$ cat src/hw/rtl/mtbp_pkg.sv
// ----------------------------------------------------------------------------
// mtbp_pkg
// Shared types, codes and character classes for the media-type byte parser.
// ----------------------------------------------------------------------------
package mtbp_pkg;

	localparam int unsigned QLEN_W       = 16;
	localparam int unsigned ERR_W        = 4;
	localparam int unsigned ROLE_W       = 3;
	localparam logic [QLEN_W-1:0] QLEN_RESET = QLEN_W'(4 * 1024);
	localparam logic [QLEN_W-1:0] QLEN_SAT   = '1;

	typedef enum logic [3:0] {
		PH_LEAD       = 4'd0,
		PH_TYPE       = 4'd1,
		PH_TYPE_TRAIL = 4'd2,
		PH_NAME_WAIT  = 4'd3,
		PH_NAME       = 4'd4,
		PH_EQ_WAIT    = 4'd5,
		PH_VAL_WAIT   = 4'd6,
		PH_TOKVAL     = 4'd7,
		PH_QUOTED     = 4'd8,
		PH_ESC        = 4'd9,
		PH_SEP        = 4'd10
	} phase_t;

	typedef enum logic [ROLE_W-1:0] {
		ROLE_DROP  = 3'd0,
		ROLE_MAJOR = 3'd1,
		ROLE_SLASH = 3'd2,
		ROLE_SUB   = 3'd3,
		ROLE_NAME  = 3'd4,
		ROLE_VALUE = 3'd5
	} role_t;

	localparam logic [ERR_W-1:0] ERR_NONE      = 4'd0;
	localparam logic [ERR_W-1:0] ERR_TYPE      = 4'd1;
	localparam logic [ERR_W-1:0] ERR_SEP       = 4'd2;
	localparam logic [ERR_W-1:0] ERR_NAME      = 4'd3;
	localparam logic [ERR_W-1:0] ERR_EQUALS    = 4'd4;
	localparam logic [ERR_W-1:0] ERR_VALUE     = 4'd5;
	localparam logic [ERR_W-1:0] ERR_DANGLING  = 4'd6;
	localparam logic [ERR_W-1:0] ERR_ESCAPED   = 4'd7;
	localparam logic [ERR_W-1:0] ERR_QUOTED    = 4'd8;
	localparam logic [ERR_W-1:0] ERR_QUOTE_LEN = 4'd9;

	localparam logic [7:0] CH_SPACE  = 8'h20;
	localparam logic [7:0] CH_HTAB   = 8'h09;
	localparam logic [7:0] CH_CR     = 8'h0D;
	localparam logic [7:0] CH_DEL    = 8'h7F;
	localparam logic [7:0] CH_HIGH   = 8'h80;
	localparam logic [7:0] CH_SLASH  = 8'h2F;
	localparam logic [7:0] CH_SEMI   = 8'h3B;
	localparam logic [7:0] CH_EQUALS = 8'h3D;
	localparam logic [7:0] CH_DQUOTE = 8'h22;
	localparam logic [7:0] CH_BSLASH = 8'h5C;

	// parser state carried between words
	typedef struct packed {
		phase_t            phase;
		logic [ERR_W-1:0]  err;
		logic [QLEN_W-1:0] qoff;
		logic              slash;
		logic              nonempty;
	} parse_state_t;

	localparam parse_state_t PARSE_RESET = '{
		phase: PH_LEAD, err: ERR_NONE, qoff: '0, slash: 1'b0, nonempty: 1'b0
	};

	// result of one byte
	typedef struct packed {
		logic [7:0]       data;
		role_t            role;
		logic             start;
		logic [ERR_W-1:0] code;
	} tag_t;

	function automatic logic is_special(input logic [7:0] c);
		return c == 8'h28 || c == 8'h29 || c == 8'h3C || c == 8'h3E || c == 8'h40
			|| c == 8'h2C || c == 8'h3B || c == 8'h3A || c == 8'h5C || c == 8'h22
			|| c == 8'h2F || c == 8'h5B || c == 8'h5D || c == 8'h3F || c == 8'h3D;
	endfunction

	function automatic logic is_tok(input logic [7:0] c);
		return c > CH_SPACE && c < CH_DEL && !is_special(c);
	endfunction

	function automatic logic is_trim(input logic [7:0] c);
		return c == CH_SPACE || (c >= CH_HTAB && c <= CH_CR);
	endfunction

	function automatic logic is_pair(input logic [7:0] c);
		return c == CH_HTAB || c == CH_SPACE || (c > CH_SPACE && c < CH_DEL)
			|| c >= CH_HIGH;
	endfunction

	function automatic logic is_qdtext(input logic [7:0] c);
		return c == CH_HTAB || c == CH_SPACE || c == 8'h21
			|| (c >= 8'h23 && c <= 8'h5B) || (c >= 8'h5D && c <= 8'h7E)
			|| c >= CH_HIGH;
	endfunction

	function automatic logic [7:0] ascii_lower(input logic [7:0] c);
		return (c >= 8'h41 && c <= 8'h5A) ? c + 8'd32 : c;
	endfunction

endpackage

$ cat src/hw/rtl/media_type_byte_parser.sv
// ----------------------------------------------------------------------------
// media_type_byte_parser
// Tags each octet of a media-type header as type, slash, subtype, parameter
// name, parameter value or dropped, and reports the first error at the end.
// ----------------------------------------------------------------------------
// Usage:
//   Feed the header text on the s_axis side, one octet per word, with
//   s_axis_tlast on the final octet. Every input word yields exactly one
//   output word on m_axis: the passed octet and, on the tlast word, the
//   sticky error code. tuser carries the role and the part-start flag.
//   cfg_we/cfg_data set the quoted-string length limit (reset 4096); write it
//   only while no word is in flight.
// Timing:
//   A word is held in one input register, then passes through the phase
//   logic into the result register. Throughput is one word per cycle
//   while m_axis_tready stays high; the phase register closes its loop
//   through combinational step logic only.
// Reset:
//   arst_n clears both stages and returns the parser to the start of a header.
//   The parser also rewinds by itself after every tlast word.
// Backpressure:
//   When m_axis_tready is low the result register holds; the input register
//   still fills once, then s_axis_tready drops until the output drains.
// ----------------------------------------------------------------------------
module media_type_byte_parser (
	input  logic                        clk,
	input  logic                        arst_n,
	// configuration
	input  logic                        cfg_we,
	input  logic [mtbp_pkg::QLEN_W-1:0] cfg_data,   // max_quoted_len
	// input stream
	input  logic                        s_axis_tvalid,
	output logic                        s_axis_tready,
	input  logic [7:0]                  s_axis_tdata,   // [7:0] data_byte
	input  logic                        s_axis_tlast,   // last_byte
	// output stream
	output logic                        m_axis_tvalid,
	input  logic                        m_axis_tready,
	output logic [15:0]                 m_axis_tdata,   // [7:0] out_byte,
	                                                    // [11:8] error_code, rest 0
	output logic [3:0]                  m_axis_tuser,   // [2:0] byte_role, [3] part_start
	output logic                        m_axis_tlast    // finished
);
	import mtbp_pkg::*;

	// configuration register
	logic [QLEN_W-1:0] max_len_q;

	// stage 1: raw input word
	logic       valid_s1;
	logic [7:0] byte_s1;
	logic       last_s1;

	// stage 2: tagged result word
	logic       valid_s2;
	tag_t       tag_s2;
	logic       last_s2;

	// parser state, advanced as each word moves from stage 1 to stage 2
	parse_state_t state_q;
	parse_state_t state_nxt;
	tag_t         tag_nxt;

	logic advance;

	// move a word forward when the result register is free or being emptied
	assign advance       = valid_s1 && (!valid_s2 || m_axis_tready);
	assign s_axis_tready = !valid_s1 || advance;

	always_ff @(posedge clk or negedge arst_n) begin
		if (!arst_n) begin
			max_len_q <= QLEN_RESET;
		end else if (cfg_we) begin
			max_len_q <= cfg_data;
		end
	end

	// input register: load on accept, drop when handed on with nothing behind
	always_ff @(posedge clk or negedge arst_n) begin
		if (!arst_n) begin
			valid_s1 <= 1'b0;
		end else if (s_axis_tvalid && s_axis_tready) begin
			valid_s1 <= 1'b1;
		end else if (advance) begin
			valid_s1 <= 1'b0;
		end
	end

	always_ff @(posedge clk) begin
		if (s_axis_tvalid && s_axis_tready) begin
			byte_s1 <= s_axis_tdata;
			last_s1 <= s_axis_tlast;
		end
	end

	mtbp_step u_step (
		.cur     (state_q),
		.c       (byte_s1),
		.last    (last_s1),
		.max_len (max_len_q),
		.nxt     (state_nxt),
		.tag     (tag_nxt)
	);

	// parser state steps once per word that leaves stage 1
	always_ff @(posedge clk or negedge arst_n) begin
		if (!arst_n) begin
			state_q <= PARSE_RESET;
		end else if (advance) begin
			state_q <= state_nxt;
		end
	end

	// result register: hold while stalled
	always_ff @(posedge clk or negedge arst_n) begin
		if (!arst_n) begin
			valid_s2 <= 1'b0;
		end else if (advance) begin
			valid_s2 <= 1'b1;
		end else if (m_axis_tready) begin
			valid_s2 <= 1'b0;
		end
	end

	always_ff @(posedge clk) begin
		if (advance) begin
			tag_s2  <= tag_nxt;
			last_s2 <= last_s1;
		end
	end

	assign m_axis_tvalid = valid_s2;
	assign m_axis_tdata  = {4'b0000, tag_s2.code, tag_s2.data};
	assign m_axis_tuser  = {tag_s2.start, tag_s2.role};
	assign m_axis_tlast  = last_s2;

endmodule

$ cat src/hw/rtl/mtbp_step.sv
// ----------------------------------------------------------------------------
// mtbp_step
// Per-byte phase transition and tagging, purely combinational.
// ----------------------------------------------------------------------------
module mtbp_step (
	input  mtbp_pkg::parse_state_t        cur,
	input  logic [7:0]                    c,
	input  logic                          last,
	input  logic [mtbp_pkg::QLEN_W-1:0]   max_len,
	output mtbp_pkg::parse_state_t        nxt,
	output mtbp_pkg::tag_t                tag
);
	import mtbp_pkg::*;

	parse_state_t     st;
	logic [7:0]       ob;
	role_t            role;
	logic             ps;
	logic [ERR_W-1:0] err;
	logic [QLEN_W-1:0] qinc;

	assign qinc = (cur.qoff != QLEN_SAT) ? cur.qoff + 1'b1 : cur.qoff;

	always_comb begin
		st   = cur;
		ob   = '0;
		role = ROLE_DROP;
		ps   = 1'b0;
		err  = ERR_NONE;

		if (cur.err == ERR_NONE) begin
			unique case (cur.phase)
				PH_LEAD: begin
					if (is_trim(c)) begin
					end else if (is_tok(c)) begin
						role = ROLE_MAJOR; ob = ascii_lower(c); st.nonempty = 1'b1;
						st.phase = PH_TYPE;
					end else begin
						err = ERR_TYPE;
					end
				end
				PH_TYPE: begin
					if (is_tok(c)) begin
						role = cur.slash ? ROLE_SUB : ROLE_MAJOR;
						ob = ascii_lower(c); st.nonempty = 1'b1;
					end else if (c == CH_SLASH) begin
						if (cur.slash) begin
							err = ERR_TYPE;
						end else begin
							st.slash = 1'b1; st.nonempty = 1'b0;
							role = ROLE_SLASH; ob = c;
						end
					end else if (is_trim(c)) begin
						st.phase = PH_TYPE_TRAIL;
					end else if (c == CH_SEMI) begin
						if (cur.slash && !cur.nonempty) err = ERR_TYPE;
						else st.phase = PH_NAME_WAIT;
					end else begin
						err = ERR_TYPE;
					end
				end
				PH_TYPE_TRAIL: begin
					if (is_trim(c)) begin
					end else if (c == CH_SEMI && !(cur.slash && !cur.nonempty)) begin
						st.phase = PH_NAME_WAIT;
					end else begin
						err = ERR_TYPE;
					end
				end
				PH_NAME_WAIT: begin
					if (c == CH_SPACE || c == CH_SEMI) begin
					end else if (is_tok(c)) begin
						role = ROLE_NAME; ob = ascii_lower(c); ps = 1'b1;
						st.phase = PH_NAME;
					end else begin
						err = ERR_NAME;
					end
				end
				PH_NAME: begin
					if (is_tok(c)) begin
						role = ROLE_NAME; ob = ascii_lower(c);
					end else if (c == CH_SPACE) begin
						st.phase = PH_EQ_WAIT;
					end else if (c == CH_EQUALS) begin
						st.phase = PH_VAL_WAIT;
					end else begin
						err = ERR_EQUALS;
					end
				end
				PH_EQ_WAIT: begin
					if (c == CH_SPACE) begin
					end else if (c == CH_EQUALS) begin
						st.phase = PH_VAL_WAIT;
					end else begin
						err = ERR_EQUALS;
					end
				end
				PH_VAL_WAIT: begin
					if (c == CH_SPACE) begin
					end else if (c == CH_DQUOTE) begin
						st.qoff = QLEN_W'(1); st.nonempty = 1'b0; st.phase = PH_QUOTED;
					end else if (is_tok(c)) begin
						role = ROLE_VALUE; ob = c; ps = 1'b1; st.phase = PH_TOKVAL;
					end else begin
						err = ERR_VALUE;
					end
				end
				PH_TOKVAL: begin
					if (is_tok(c)) begin
						role = ROLE_VALUE; ob = c;
					end else if (c == CH_SPACE) begin
						st.phase = PH_SEP;
					end else if (c == CH_SEMI) begin
						st.phase = PH_NAME_WAIT;
					end else begin
						err = ERR_SEP;
					end
				end
				PH_QUOTED: begin
					if (cur.qoff >= max_len) begin
						err = ERR_QUOTE_LEN;
					end else if (c == CH_DQUOTE) begin
						st.phase = PH_SEP;
					end else if (c == CH_BSLASH) begin
						st.qoff = qinc; st.phase = PH_ESC;
					end else if (is_qdtext(c)) begin
						role = ROLE_VALUE; ob = c; ps = !cur.nonempty;
						st.nonempty = 1'b1; st.qoff = qinc;
					end else begin
						err = ERR_QUOTED;
					end
				end
				PH_ESC: begin
					if (is_pair(c)) begin
						role = ROLE_VALUE; ob = c; ps = !cur.nonempty;
						st.nonempty = 1'b1; st.qoff = qinc; st.phase = PH_QUOTED;
					end else begin
						err = ERR_ESCAPED;
					end
				end
				PH_SEP: begin
					if (c == CH_SPACE) begin
					end else if (c == CH_SEMI) begin
						st.phase = PH_NAME_WAIT;
					end else begin
						err = ERR_SEP;
					end
				end
				default: err = ERR_TYPE;
			endcase
			if (err != ERR_NONE) begin
				st.err = err; role = ROLE_DROP; ob = '0; ps = 1'b0;
			end
		end

		tag.data  = ob;
		tag.role  = role;
		tag.start = ps;
		tag.code  = ERR_NONE;
		nxt       = st;

		if (last) begin
			if (st.err == ERR_NONE) begin
				unique case (st.phase)
					PH_LEAD, PH_TYPE, PH_TYPE_TRAIL: tag.code = ERR_TYPE;
					PH_NAME, PH_EQ_WAIT:             tag.code = ERR_EQUALS;
					PH_VAL_WAIT:                     tag.code = ERR_VALUE;
					PH_ESC:                          tag.code = ERR_DANGLING;
					default:                         tag.code = ERR_NONE;
				endcase
			end else begin
				tag.code = st.err;
			end
			nxt = PARSE_RESET;
		end
	end

endmodule
$ cat config.mk
export PLATFORM = sky130hd
export DESIGN_NAME = media_type_byte_parser
export DESIGN_NICKNAME = d
export VERILOG_FILES = /design/src/hw/rtl/mtbp_pkg.sv /design/src/hw/rtl/media_type_byte_parser.sv /design/src/hw/rtl/mtbp_step.sv
export SDC_FILE = /design/constraint.sdc
export NUM_CORES = 1
export LEC_CHECK = 0
export BUFFER_PORTS_ARGS = -buffer_cell sky130_fd_sc_hd__buf_2
export CAP_MARGIN = 15
export CORE_MARGIN = 1
export CORE_UTILIZATION = 57
export CTS_CLUSTER_DIAMETER = 80
export CTS_CLUSTER_SIZE = 14
export DETAILED_ROUTE_END_ITERATION = 8
export PLACE_DENSITY = 0.78
export RECOVER_POWER = 100
export SLEW_MARGIN = 20
export SYNTH_ARGS = -nofsm -noshare
export SYNTH_HDL_FRONTEND = slang
export SYNTH_SLANG_ARGS = --single-unit
$ cat constraint.sdc
create_clock -name clk -period 3.8 [get_ports clk]
set_input_delay 0.19 -clock clk [delete_from_list [all_inputs] [get_ports clk]]
set_output_delay 0.19 -clock clk [all_outputs]
set_load 0.005 [all_outputs]
==> results of run 1 <==
-- registers in the layout, summed over array words and instances (netlist names) --
name / flops
state_q: 26
max_len_q: 16
m_axis_tdata: 12
byte_s1: 8
m_axis_tuser: 4
last_s1: 1
m_axis_tlast: 1
m_axis_tvalid: 1
valid_s1: 1
-- layout by cell type (no fill, tap or decap), types with 5 or more instances in the layout --
cell / count
edfxtp_1: 26
nor2b_1: 11
clkbuf_1: 15
buf_4: 13
nand3_1: 20
o21ai_0: 31
nand2_1: 65
dfrtp_1: 43
a21oi_1: 21
o22a_1: 13
nor2_1: 41
o31ai_1: 9
inv_1: 30
nor4_1: 6
or3_1: 5
buf_2: 36
dlygate4sd3_1: 9
a31oi_1: 5
o31a_1: 5
nand4_1: 6
o21a_1: 5
nor3b_1: 5
and2_1: 6
or4_1: 5
ha_1: 20
nor3_1: 18
clkbuf_8: 9
o211ai_1: 5
nand2b_1: 7
-- layout make-up --
class / instances / area [sq um]
tap: 105 / 131
sequential: 70 / 1880
fill: 724 / 2820
inverter: 31 / 116
multi-input combinational: 403 / 2680
clock inverter: 5 / 57.6
timing repair buffer: 73 / 425
clock buffer: 11 / 153
-- routing by layer --
layer	share of wire, %	GRT usage [%]	vias to the layer above
li1	-	-	2091
met1	41	37.8	2140
met2	49	49.9	208
met3	6.1	5.56	53
met4	4.6	17.4	0
met5	0	0	-
-- through the flow --
step / instances / hold WS (ns)
after floorplan: 537 / -0.106
after detailed placement: 673 / 0.368
after global placement: 673 / 0.367
after CTS: 696 / 0.000816
final: 698 / 0.00489
after global routing: 698 / 0.000477
-- where the power goes --
| part | switching [mW] | total, mW | internal [mW] |
|---|---|---|---|
| logic | 0.469 | 0.756 | 0.287 |
| registers | 0.0588 | 0.927 | 0.868 |
| clock network | 0.310 | 0.653 | 0.343 |
-- worst reg2reg max path, cell delays in order (launching register included) --
cell and delay [ns]:
edfxtp_1 0.50, ha_1 0.23, nor3b_1 0.48, nand2_1 0.33, nand4_1 0.30, a31oi_1 0.20
nor4_1 0.36, nand3_1 0.47, o31ai_1 0.42, a21o_1 0.11
-- what timing repair did --
action                                 in CTS  in global routing
endpoints found under the hold margin       7                 44
setup endpoints to repair                   0                  0
hold buffers                                7                  2
buffers inserted                            0                  0
-- logic make-up (layout without fill, tap and decap cells) --
family                     after synthesis  count (layout)  synth area share, %
and+or+nand+nor                        229             229                 26.0
AOI/OAI and AO/OA                      144             144                 22.8
DFF                                     70              70                 38.6
buffers and inverters                   64             120                 6.17
adders and majority gates               20              20                 5.12
muxes                                    5               5                 1.08
other                                    1               4               0.0768
xor gates and xnor gates                 1               1                0.179
-- path summary, 6_finish.rpt --
path | start | to | cells past startpoint
worst max-delay path | byte_s1[5] | state_q[14] | 9
worst min-delay path | s_axis_tdata[0] | byte_s1[0] | 1
worst max register to register | byte_s1[5] | state_q[14] | 9
worst min register to register | valid_s1 | m_axis_tvalid | 1
max in group asynchronous | arst_n | state_q[1] | 2
min in group asynchronous | arst_n | state_q[24] | 2
==> flow_metrics.tcl, run 1 <==
set metrics [dict create \
    status "complete, but fails checks" \
    violations "capacitance limit, slew limit" \
    synth-main-ff-cell "dfrtp_1" \
    timing.final.ws_setup_ns 0.336 \
    finalSetupViolations 0 \
    routed_via_density 6.44 \
    die_w_um 94.6 \
    postRouteAntennaNets 0 \
    synth_edf_count 26 \
    final_hold_viol_count 0 \
    synth-seq-cells 70 \
    cp_slowest_cell "edfxtp_1" \
    cp_data_arrival_time_ns 3.78 \
    placed_area_sq_um 5200 \
    place_congestion 0.931 \
    fin_nets 638 \
    cp_top_family "simple AND/OR/NAND/NOR gates" \
    end_kind "register" \
    synth_common_cells "nand2_1 (64), dfrtp_1 (43), nor2_1 (41), o21ai_0 (31), inv_1 (30)" \
    final.setup.tns_ns 0 \
    synthCells 534 \
    critical_path_class "reg2reg" \
    die_h_um 94.6 \
    skew_ns 0.0154 \
    overflow 0 \
    cellPowerDensity_nw_per_um2 429 \
    yosysSeqAreaShare_pct 38.6 \
    grt_pass1_wl_mm 20.5 \
    dr.pass1.iters 6 \
    core_sq_um 8260 \
    cts_made_buffers 9 \
    clk_pin_slew_ns 0.08 \
    antenna_found_initial 0 \
    grt_usage_pct 30.5 \
    hold_path.class "in2reg" \
    drc_errors 0 \
    avgSynthCellArea_sq_um 9.15 \
    area_growth_syn_to_layout_pct 11.4 \
    cts_tree "yes" \
    wl_mm 12.8 \
    path_cells "ha_1 > nor3b_1 > nand2_1 > nand4_1 > a31oi_1 > nor4_1 > nand3_1 > o31ai_1 > a21o_1" \
    h-tree-depth 3 \
    wl_per_cell_um 18.3 \
    pin_count 53 \
    initial_core_util_pct 59.1 \
    post-route-util_pct 65.9 \
    rsz0062_at_grt "no" \
    synthDominantAreaCellType "dfrtp_1" \
    port_buffers 48 \
    via_count 4492 \
    leakage_nw 2.24 \
    drv_cap 1 \
    syn_area_sq_um 4880 \
    start_kind "register" \
    r2r_setup_slack_ns 0.34 \
    ys_warn_count 0 \
    clockBufferDepth 2 \
    clk_root_buffer_cell "clkbuf_8" \
    worst_slew_pin_slew_ns 2.54 \
    fin_area_sq_um 5440 \
    critPathMaxStageDelay_ns 0.50 \
    dp_hpwl_mm 9.17 \
    die_area_sq_um 8940 \
    synth_top_area_share_pct 22.0 \
    num_antenna_cells 0 \
    dp_slack_ns 0.500 \
    vdd_drop_max_v 0.000228 \
    timing.fmax_ghz 0.289 \
    grt_max_degree 45 \
    cp_max_fo 14 \
    cts_resized 0 \
    power.total_mw 2.34 \
    grt_pass1_vias 4195 \
    slew_headroom_pct -69.3 \
    worstPathRequired_ns 4.12 \
    yosysMostFrequentCell "nand2_1" \
    numClockSinks 70 \
    slew_viol_final 45 \
    first_iter_violations 554 \
    period_share_pct 91.1 \
    layout-drive-gt1-share_pct 16.7 \
    period_minus_slack_ns 3.46 \
    crit_buf_inv 0 \
    async_reset_ff_share_pct 62.9 \
    synth_top_cells_by_area "dfrtp_1 (22%), edfxtp_1 (16%), ha_1 (5.1%)" \
    post_synth_num_cell_types 89 \
    clk_latency_ns 0.38 \
    rows 33 \
]
No activity file was read; power rests on OpenSTA's default activity.
==> run 2: changes to the inputs <==
--- a/config.mk
+++ b/config.mk
@@ -5,7 +5,7 @@
 export SDC_FILE = /design/constraint.sdc
 export NUM_CORES = 1
 export LEC_CHECK = 0
-export BUFFER_PORTS_ARGS = -buffer_cell sky130_fd_sc_hd__buf_2
+export BUFFER_PORTS_ARGS = -buffer_cell sky130_fd_sc_hd__buf_4
 export CAP_MARGIN = 15
 export CORE_MARGIN = 1
 export CORE_UTILIZATION = 57
==> run 2 against run 1 <==
Compared with the run above: the flow still finishes with violations (capacitance limit, slew limit); total power up 0.98%; final cell count decreased by 0.86%; critical path depth shrank 1; clock-buffer cell count shrank 1; clock power up 1%; critical path type unchanged; largest power group unchanged.
==> flow_metrics.tcl, run 2 (synthesized netlist as in run 1, its figures left out) <==
set metrics [dict create \
    status "complete, but fails checks" \
    violations "capacitance limit, slew limit" \
    vdd_drop_max_v 0.000262 \
    drc_errors 0 \
    cp_slowest_cell "edfxtp_1" \
    wl_per_cell_um 18.1 \
    first_iter_violations 341 \
    worstPathRequired_ns 4.01 \
    whs_ns 0.0349 \
    final.setup.tns_ns 0 \
    cts_tree "yes" \
    leakage_nw 2.27 \
    whs_endpoint "byte_s1[5]" \
    hold_depth 1 \
    fin_nets 632 \
    end_kind "register" \
    dp_hpwl_mm 8.97 \
    routed_via_density 6.37 \
    grt_pass1_wl_mm 20.7 \
    clkPwrFrac_pct 28.1 \
    place_congestion 0.940 \
    fillCellCount 693 \
    multiInputGateArea_sq_um 2690 \
    rsz0062_at_grt "no" \
    finalSetupViolations 0 \
    period_minus_slack_ns 3.51 \
    pin_count 53 \
    skew_ns 0.0121 \
    layout-drive-gt1-share_pct 17.7 \
    cellPowerDensity_nw_per_um2 426 \
    postRouteAntennaNets 0 \
    antenna_found_initial 0 \
    clk_pin_slew_ns 0.08 \
    via_count 4409 \
    area_growth_syn_to_layout_pct 13.5 \
    timing.fmax_ghz 0.285 \
    h-tree-depth 3 \
    cp_data_arrival_time_ns 3.72 \
    cts_made_buffers 9 \
    numClockSinks 70 \
    hold_start "s_axis_tdata[5]" \
    num_antenna_cells 0 \
    comb_power_share_pct 32.3 \
    layout_commonest_cell "nand2_1" \
    switching_power_mw 0.839 \
    p_int_mw 1.52 \
    power.total_mw 2.36 \
    regArea_sq_um 1880 \
    core_sq_um 8260 \
    rows 33 \
    clk_latency_ns 0.36 \
    sw_frac_of_total_pct 35.6 \
    die_h_um 94.6 \
    p_seq_share_pct 39.6 \
    slew_viol_final 45 \
    clockBufferDepth 2 \
    drv_cap 1 \
    cp_top_family "simple AND/OR/NAND/NOR gates" \
    crit_top_cell "nand4_4" \
    path_cells "and3_1 > a311oi_1 > nand4_4 > or2_4 > a2111oi_4 > nand4_4 > or2_1 > nor3_4" \
    port_buffers 48 \
    slew_headroom_pct -64.6 \
    cts_resized 0 \
    final_hold_viol_count 0 \
    r2r_setup_slack_ns 0.29 \
    r2r-start "byte_s1[2]" \
    critical_path_class "reg2reg" \
    grt_pass1_vias 4232 \
    hold_path.class "in2reg" \
    critPathMaxStageDelay_ns 0.67 \
    die_area_sq_um 8940 \
    cp_max_fo 18 \
    overflow 0 \
    initial_core_util_pct 59.1 \
    worst_slew_pin_slew_ns 2.47 \
    wl_mm 12.5 \
    dr.pass1.iters 5 \
    largest_register "state_q" \
    largest_reg_flops 26 \
    final_cell_mix "nand2_1 (65), dfrtp_1 (43), nor2_1 (41)" \
    start_kind "register" \
    period_share_pct 92.4 \
    grt_usage_pct 30.1 \
    clk_root_buffer_cell "clkbuf_8" \
    die_w_um 94.6 \
    crit_buf_inv 0 \
    r2r-end "m_axis_tuser[1]" \
    r2r_cells 8 \
    grt_max_degree 45 \
]
[run 2: cell count changes in the layout (fill, tap and decap cells not counted), sizes merged]
| cell | previous run | this run |
|---|---|---|
| clkbuf | 26 | 41 |
| clkinvlp | 0 | 2 |
| clkinv | 5 | 3 |
| buf | 49 | 29 |
| dlygate4sd3 | 9 | 7 |
| inv | 30 | 31 |
[run 2: stage by stage]
step | instance area (sq um) | setup WS (ns) | instances | utilization (%)
floorplan | 4890 | 0.816 | 537 | -
global placement | 5290 | 0.567 | 669 | 64.1
detailed placement | 5290 | 0.463 | 669 | 64.1
CTS | 5560 | 0.454 | 690 | 67.3
global route | 5540 | 0.0458 | 692 | 67.1
finish | 5540 | 0.290 | 692 | 67.1
[run 2: worst reg2reg max path: cells and delay by family (launching register included)]
family,cells,cell delay [ns]
compound gates,2,0.94
simple gates,6,1.75
flops,1,0.67
[run 2: power by group through the flow]
stage	clock network, mW	registers [mW]	logic (mW)
final	0.662	0.934	0.763
after global routing	0.701	0.946	0.832
after CTS	0.669	0.933	0.757
after detailed placement	0	0.948	0.750
after global placement	0	0.944	0.740
after floorplan	0	0.920	0.556
[run 2: area by class of cell]
cell class	count	share of cell area (%)
Inverter	31	2.10
Clock buffer	10	2.69
Tap cell	105	2.37
Sequential cell	70	34.0
Clock inverter	6	1.22
Timing Repair Buffer	67	9.12
Multi-Input combinational cell	403	48.5
[run 2: timing repair]
action,CTS,global route
hold endpoints to repair,47,2
endpoints found under the setup margin,0,0
hold buffers,5,2
setup buffers,0,0
[run 2: layer usage]
metal | share of wire [%] | GRT usage, %
met1 | 40 | 37.4
met2 | 50 | 50.2
met3 | 6.6 | 5.56
met4 | 3.7 | 15.3
met5 | 0 | 0
[run 2: worst max-delay path by stage]
stage          startpoint          endpoint  slack (ns)  depth (start not counted)
2_1_floorplan  byte_s1[6]   m_axis_tuser[1]        0.82                         11
3_3_place_gp   state_q[2]        state_q[7]        0.57                         10
3_5_place_dp   state_q[2]       state_q[12]        0.46                         10
4_1_cts        state_q[2]       state_q[12]        0.45                         10
5_1_grt        byte_s1[2]  m_axis_tdata[10]        0.05                          8
6_report       byte_s1[2]   m_axis_tuser[1]        0.29                          8
==> run 3: changes to the inputs <==
--- a/config.mk
+++ b/config.mk
@@ -7,13 +7,16 @@
 export LEC_CHECK = 0
 export BUFFER_PORTS_ARGS = -buffer_cell sky130_fd_sc_hd__buf_4
 export CAP_MARGIN = 15
+export CELL_PAD_IN_SITES_DETAIL_PLACEMENT = 0
+export CELL_PAD_IN_SITES_GLOBAL_PLACEMENT = 1
 export CORE_MARGIN = 1
-export CORE_UTILIZATION = 57
+export CORE_UTILIZATION = 46
 export CTS_CLUSTER_DIAMETER = 80
 export CTS_CLUSTER_SIZE = 14
 export DETAILED_ROUTE_END_ITERATION = 8
-export PLACE_DENSITY = 0.78
+export PLACE_DENSITY_LB_ADDON = 0.1
 export RECOVER_POWER = 100
+export SETUP_SLACK_MARGIN = 0.3
 export SLEW_MARGIN = 20
 export SYNTH_ARGS = -nofsm -noshare
 export SYNTH_HDL_FRONTEND = slang
==> constraint.sdc (replaced) <==
create_clock -name clk -period 3.71 [get_ports clk]
set_input_delay 0.1855 -clock clk [delete_from_list [all_inputs] [get_ports clk]]
set_output_delay 0.1855 -clock clk [all_outputs]
set_load 0.005 [all_outputs]
==> run 3 against run 2 <==
Compared with the run above: the run still ends with capacitance limit, slew limit left; register-to-register slack better by 0.05 ns; core utilization decreased by 11 points; final cell count increased by 7.1%; via count is 1.7% lower; critical path depth increased by 1; clock-buffer cell count unchanged; clock skew rose by 0.0018 ns; total power increased by 3.6%; hold slack worse by 0.017 ns; final area up 3.8%; die area up 23%; non-clock buffer count rose by 18; highest routed layer unchanged.
==> flow_metrics.tcl, run 3 (synthesized netlist as in run 1, its figures left out) <==
set metrics [dict create \
    worst_slew_pin_slew_ns 2.42 \
    cts_tree "yes" \
    grt_max_degree 45 \
    wl_mm 12.8 \
    grt_pass1_vias 4123 \
    crit_buf_inv 0 \
    worstPathRequired_ns 3.88 \
    hold_path.class "in2reg" \
    grt_pass1_wl_mm 21.3 \
    period_minus_slack_ns 3.37 \
    numClockSinks 70 \
    via_count 4333 \
    die_h_um 105 \
    drc_errors 0 \
    routed-wl-met3_um 772 \
    highest_layer "met4" \
    end_kind "register" \
    antenna_found_initial 0 \
    status "complete, but fails checks" \
    final.setup.tns_ns 0 \
    fin_nets 650 \
    wl_per_cell_um 17.3 \
    num_antenna_cells 0 \
    clk_root_buffer_cell "clkbuf_8" \
    whs_endpoint "max_len_q[11]" \
    dp_hpwl_mm 9.17 \
    cellPowerDensity_nw_per_um2 425 \
    r2r-end "m_axis_tdata[10]" \
    drv_cap 1 \
    violations "capacitance limit, slew limit" \
    timing.fmax_ghz 0.297 \
    first_iter_violations 281 \
    die_w_um 105 \
    dp_slack_ns 0.392 \
    cp_max_fo 7 \
    clk_pin_slew_ns 0.08 \
    skew_ns 0.0139 \
    cts_made_buffers 9 \
    hold_start "cfg_data[11]" \
    route.met2.wl_mm 5.64 \
    final_cell_mix "nand2_1 (64), dfrtp_1 (43), buf_4 (42)" \
    slew_viol_final 45 \
    r2r-start "state_q[13]" \
    layout-drive-gt1-share_pct 20.7 \
    die_area_sq_um 11000 \
    vdd_drop_max_v 0.000246 \
    leakage_nw 2.37 \
    initial_core_util_pct 47.3 \
    cp_data_arrival_time_ns 3.53 \
    critical_path_class "reg2reg" \
    cp_top_family "compound AO/OA/AOI/OAI gates" \
    overflow 0 \
    clockBufferDepth 2 \
    rows 37 \
    r2r_setup_slack_ns 0.34 \
    grt_usage_pct 24.8 \
    start_kind "register" \
    port_buffers 48 \
    fillCellCount 970 \
    area_growth_syn_to_layout_pct 17.9 \
    period_share_pct 90.7 \
    slew_headroom_pct -61.2 \
    final_hold_viol_count 0 \
    largest_register "state_q" \
    r2r_cells 9 \
    finalSetupViolations 0 \
    h-tree-depth 3 \
    postRouteAntennaNets 0 \
    pin_count 53 \
    power.total_mw 2.44 \
    routed_via_density 5.85 \
    path_cells "ha_1 > and4_1 > o2111ai_1 > a31o_2 > a31oi_1 > o31ai_1 > o32ai_1 > nor4b_1 > a2111oi_2" \
    hold_depth 3 \
    critPathMaxStageDelay_ns 0.56 \
    dr.pass1.iters 5 \
    core_sq_um 10300 \
    layout_commonest_cell "nand2_1" \
    rsz0062_at_grt "no" \
    wl_met1_mm 6.11 \
    cp_slowest_cell "o32ai_1" \
    clk_latency_ns 0.37 \
    largest_reg_flops 26 \
    timing.final.ws_setup_ns 0.345 \
    place_congestion 0.919 \
]
[run 3: cell types whose count changed in the layout (fill, tap and decap cells not counted), moves of 2 or more]
cell and delta:
a21oi_1 -3, and2_1 +3, dlygate4sd3_1 +4, buf_4 +13, clkinvlp_4 -2, and2_0 -3
a21oi_2 +3
[run 3: what timing repair did]
action	CTS	global route
buffers inserted	0	7
hold endpoints to repair	53	0
endpoints found under the setup margin	0	30
hold buffers	11	0
resized for setup	0	5
[run 3: layout make-up]
cell class / count / area, sq um / area share (%)
flip-flops and latches: 70 / 1880 / 32.7
repair buffers: 85 / 647 / 11.2
well taps: 136 / 170 / 2.96
inverters: 31 / 116 / 2.02
clock buffers: 10 / 149 / 2.59
clock inverters: 6 / 66.3 / 1.15
multi-input cells: 403 / 2720 / 47.3
[run 3: worst max path at each step]
stage / slack [ns] / depth (start not counted) / end / start
2_1_floorplan: 0.73 / 11 / m_axis_tuser[1] / byte_s1[6]
3_3_place_gp: 0.39 / 10 / state_q[6] / state_q[2]
3_5_place_dp: 0.39 / 10 / state_q[13] / state_q[2]
4_1_cts: 0.36 / 10 / state_q[6] / state_q[2]
5_1_grt: 0.19 / 9 / m_axis_tdata[10] / state_q[13]
6_report: 0.34 / 9 / m_axis_tdata[10] / state_q[13]
[run 3: routing by layer]
metal	track usage [%]	vias up
li1	-	2112
met1	35.0	2074
met2	36.6	123
met3	5.12	24
met4	10.8	0
met5	0	-
[run 3: power by group]
| part | internal (mW) | switching [mW] | leakage [nW] |
|---|---|---|---|
| clock | 0.354 | 0.328 | 0.112 |
| sequential | 0.890 | 0.0629 | 0.826 |
| combinational | 0.326 | 0.484 | 1.43 |
[run 3: per-stage QoR]
step	util, %	hold WS [ns]	area (sq um)	std cells
after floorplan	-	-0.110	4890	537
after global placement	52.1	0.223	5380	707
after detailed placement	52.1	0.230	5380	707
after CTS	55.3	0.00191	5710	734
after global routing	55.8	0.0186	5760	741
final	55.8	0.0182	5760	741
[run 3: tightest hold or removal path, cell delays in order]
cell and delay (ns):
buf_4 0.07, nand2_1 0.04, o21ai_0 0.05
